--- config.mk ---
export PLATFORM = sky130hd
export DESIGN_NAME = mse_ram
export DESIGN_NICKNAME = d
export VERILOG_FILES = /design/src/rtl/mse_pkg.sv /design/src/rtl/mse_ram.sv
export SDC_FILE = /design/constraint.sdc
export NUM_CORES = 2
export LEC_CHECK = 0
export BUFFER_PORTS_ARGS = -buffer_cell sky130_fd_sc_hd__buf_4
export CORE_MARGIN = 8
export CORE_UTILIZATION = 52
export DETAILED_ROUTE_END_ITERATION = 7
export PLACE_DENSITY_LB_ADDON = 0.08
export SYNTH_ARGS = -nofsm -noshare
export SYNTH_HDL_FRONTEND = slang
export SYNTH_SLANG_ARGS = --single-unit
--- constraint.sdc ---
create_clock -name clk -period 5.4 [get_ports clk]
set_input_delay 0.27 -clock clk [delete_from_list [all_inputs] [get_ports clk]]
set_output_delay 0.27 -clock clk [all_outputs]
set_load 0.01 [all_outputs]
--- src/rtl/mse_pkg.sv ---
// Package for the merge sort engine: data width, sequencer states and the
// control bundle of the buffer memories. No dependencies.

package mse_pkg;

	localparam int DATA_W = 32;

	typedef enum logic [1:0] {
		ST_LOAD,
		ST_PAIR,
		ST_MERGE,
		ST_EMIT
	} mse_state_t;

	typedef struct packed {
		logic wr_en;
		logic rd_a_en;
		logic rd_b_en;
	} mse_ram_ctl_t;

endpackage

--- src/rtl/mse_ram.sv ---
// Buffer memory of the merge sort engine: one write port, two read ports,
// read data registered and held until the next read. Depends on mse_pkg.

module mse_ram import mse_pkg::*; #(
	parameter int DEPTH = 64,
	parameter int AW    = 6
) (
	input  logic                     clk,
	input  mse_ram_ctl_t             ctl,
	input  logic [AW-1:0]            waddr,
	input  logic signed [DATA_W-1:0] wdata,
	input  logic [AW-1:0]            addr_a,
	input  logic [AW-1:0]            addr_b,
	output logic signed [DATA_W-1:0] rdata_a,
	output logic signed [DATA_W-1:0] rdata_b
);

	logic signed [DATA_W-1:0] mem [DEPTH];
	logic signed [DATA_W-1:0] rdata_a_q;
	logic signed [DATA_W-1:0] rdata_b_q;

	always_ff @(posedge clk) begin
		if (ctl.wr_en) begin
			mem[waddr] <= wdata;
		end
		if (ctl.rd_a_en) begin
			rdata_a_q <= mem[addr_a];
		end
		if (ctl.rd_b_en) begin
			rdata_b_q <= mem[addr_b];
		end
	end

	assign rdata_a = rdata_a_q;
	assign rdata_b = rdata_b_q;

endmodule

==> out/results.txt <==
status -> completed
global-route wire length before repair -> 418000 µm
CTS root buffer -> clkbuf_16
delay-heaviest family, CP -> buffers and inverters
largest net degree at the start of global routing -> 87
Worst VDD drop -> 0.269 mV
CTS tree -> done
initial antenna violation count -> 24
Layout Nets -> 4657
LEAKAGE -> 33.7 nW
post-route cell area -> 0.108 mm²
CTS Buf Count -> 214
Clock Tree Buf Depth -> 3
DR iter-0 viols -> 8071
Congestion Overflow GR -> 0
Yosys reg bits -> 2112
I/O pin total -> 118
post-route minimum period -> 2.92 ns
critical-path cell list -> buf_8 > buf_12 > buf_12 > mux4_2 > mux2_2 > o211ai_1 > a21oi_1
final period utilization -> 54.0%
die width -> 446 µm
final routed DRC violation total -> 0
final WL -> 302000 µm
number of synthesized flops with an enable pin -> 2112
Comb pwr share -> 8.3%
Post-Syn Area -> 0.0963 mm²
Post-Layout Cell Count -> 7279
first-pass iteration count of the detailed router -> 5
register area share after synthesis -> 65.9%
P per Cell Area -> 333 mW/mm²
final setup TNS -> 0 ns
Sink Count -> 2112
Filler Cell Count -> 13400
net switching fraction of the power -> 22.6%
final setup fails -> 0
Syn Nets -> 4466
Synth async-reset ratio -> 0%
die area -> 0.199 mm²
Seq pwr share -> 50.9%
GRT Util Overall -> 30.2%
required time worst endpoint -> 5.97 ns
clk slew on worst S/H paths -> 0.06 ns
clock latency on the worst-skew pair -> 0.86 ns
Die H -> 446 µm
Max-slew headroom -> 11.9%
via count -> 52400
Slew Limit Fails -> 0
vias in the first global route -> 52300
Syn Area/Cell -> 21.8 µm²
CP Class -> in2reg
Arrival @ worst endpoint -> 3.48 ns
overall power consumption -> 36.0 mW
layout cells sized above 1 -> 38.2%
Placed Area -> 0.101 mm²
hold_ws -> 0.0775 ns
cells after synthesis -> 4412
WL/cell -> 41.5 µm
CP endpoint kind -> flop
Worst path slowest cell -> o211ai_1
Switch Pwr -> 8.15 mW
skew final -> 0.0269 ns
routability congestion estimate -> 0.836
Place WS -> 1.61 ns
worst stage delay on the critical path -> 0.81 ns
area grow syn2layout -> 12.2%
unrepaired setup endpoints after global routing -> false
Most common cell on crit path -> buf_12
Hold Path Class -> in2reg
H-tree levels -> 4
crit-path max FO -> 48
Max-Cap Viols -> 0
fmax -> 343 MHz
routed vias/inst -> 7.20
Hold Vio Cnt, Final -> 0
core area -> 0.185 mm²
worst-margin pin slew -> 1.32 ns
Setup WS post-layout -> 2.48 ns
Syn. warnings -> 0
Bufs and invs on worst path -> 3
clock power share -> 40.8%
Pint -> 27.9 mW
CP startpoint kind -> input port
synth unique cells -> 37
Main synth FF type -> edfxtp_1
HPWL after detailed placement -> 178000 µm
initial core utilization -> 52.2%
Util after Layout -> 58.5%
placed cells -> 6834
Final ANT Viol Nets -> 0
Rows -> 158
I/O Buffers -> 117
[metal layers]
| layer | routed length [µm] | track usage (%) |
|---|---|---|
| met5 | 38 | 0 |
| met4 | 10700 | 9.98 |
| met3 | 33800 | 7.17 |
| met2 | 141000 | 46.3 |
| met1 | 117000 | 43.3 |
[power groups by stage]
stage	registers, mW	logic, mW	clock network [mW]
4_1_cts	18.3	2.98	14.9
5_1_grt	18.3	3.12	15.4
3_5_place_dp	18.7	2.95	0
3_3_place_gp	18.7	2.94	0
6_report	18.3	2.99	14.7
2_1_floorplan	18.6	1.74	0
[synth_stat cells, types with 6 or more instances]
library cell	number	area (µm²)
buf_1	25	93.8
nor2_1	94	353
a32oi_1	9	78.8
o22ai_1	56	350
o211ai_1	27	203
mux4_2	1124	25300
o21ai_1	31	155
o221ai_1	16	140
a22oi_1	85	638
buf_2	121	606
buf_6	11	124
edfxtp_1	2112	63400
buf_4	55	413
mux2i_1	204	2040
nand3_1	9	45.0
o21ai_0	18	90.1
a211oi_1	15	113
nand2b_1	8	50.1
a21oi_1	58	290
nand2_1	93	349
clkbuf_1	135	507
nor2b_1	19	119
a221oi_1	13	114
nand3b_1	6	45.0
o32a_1	9	90.1
mux2_2	36	405
and2_1	6	37.5
[path summary, 6_finish.rpt]
check | end | depth (start not counted) | start | slack (ns)
worst max-delay path | rdata_b[22]$_DFFE_PP_ | 7 | addr_b[0] | 2.48
worst min register to register | rdata_b[16]$_DFFE_PP_ | 4 | mem[50][16]$_DFFE_PP_ | 1.01
worst max register to register | rdata_a[7]$_DFFE_PP_ | 4 | mem[31][7]$_DFFE_PP_ | 2.80
worst min-delay path | rdata_b[18]$_DFFE_PP_ | 4 | addr_b[5] | 0.08
[cells by family (layout without fill, tap and decap cells)]
logic type             count (synthesis)  after routing  synth area share, %
AO/OA/AOI/OAI                        340            340                 2.38
AND/OR/NAND/NOR                      248            248                 1.13
flip-flops                          2112           2112                 65.9
buffers and inverters                348            722                 1.81
other                                  0             13                    0
multiplexers                        1364           1364                 28.8
[state kept, by name, summed over array words and instances, names as in the netlist]
register / flops
rdata_b: 32
rdata_a: 32
mem: 2048
[final cells by class]
| cell class | count | area, µm² | share of cell area, % |
|---|---|---|---|
| timing repair buffer | 322 | 2950 | 2.73 |
| tap | 2480 | 3100 | 2.87 |
| inverter | 1 | 3.75 | 0.00347 |
| antenna | 13 | 32.5 | 0.0301 |
| multi-input combinational | 1952 | 31700 | 29.3 |
| clock inverter | 128 | 1170 | 1.08 |
| clock buffer | 271 | 5700 | 5.27 |
| sequential | 2112 | 63400 | 58.7 |
[worst min-delay path: stages]
cell,delay [ns]
buf_4,0.21
nor2_1,0.17
a22oi_1,0.09
nand2_1,0.07
[placed cells by master, fill, tap and decap left out, types with 13 or more instances in the layout]
cell type      instances
edfxtp_1            2112
mux4_2              1124
buf_4                250
clkbuf_16            220
mux2i_1              204
nand2_1               91
a22oi_1               85
nor2_4                63
a21oi_1               58
o22ai_1               56
clkinv_1              53
clkbuf_1              51
clkinv_2              40
mux2_2                36
dlygate4sd3_1         33
buf_12                32
o21ai_1               31
nor2_1                30
o211ai_1              27
bufinv_16             21
o21ai_0               18
o221ai_1              16
a211oi_1              15
nor2b_1               14
diode_2               13
a221oi_1              13
[timing repair]
| item | 4_1_cts | 5_1_grt |
|---|---|---|
| resized for setup | 0 | 0 |
| buffers inserted | 0 | 0 |
| hold buffers | 33 | 0 |
| hold endpoints to repair | 2080 | 0 |
Power figures use the tool's default switching activity.
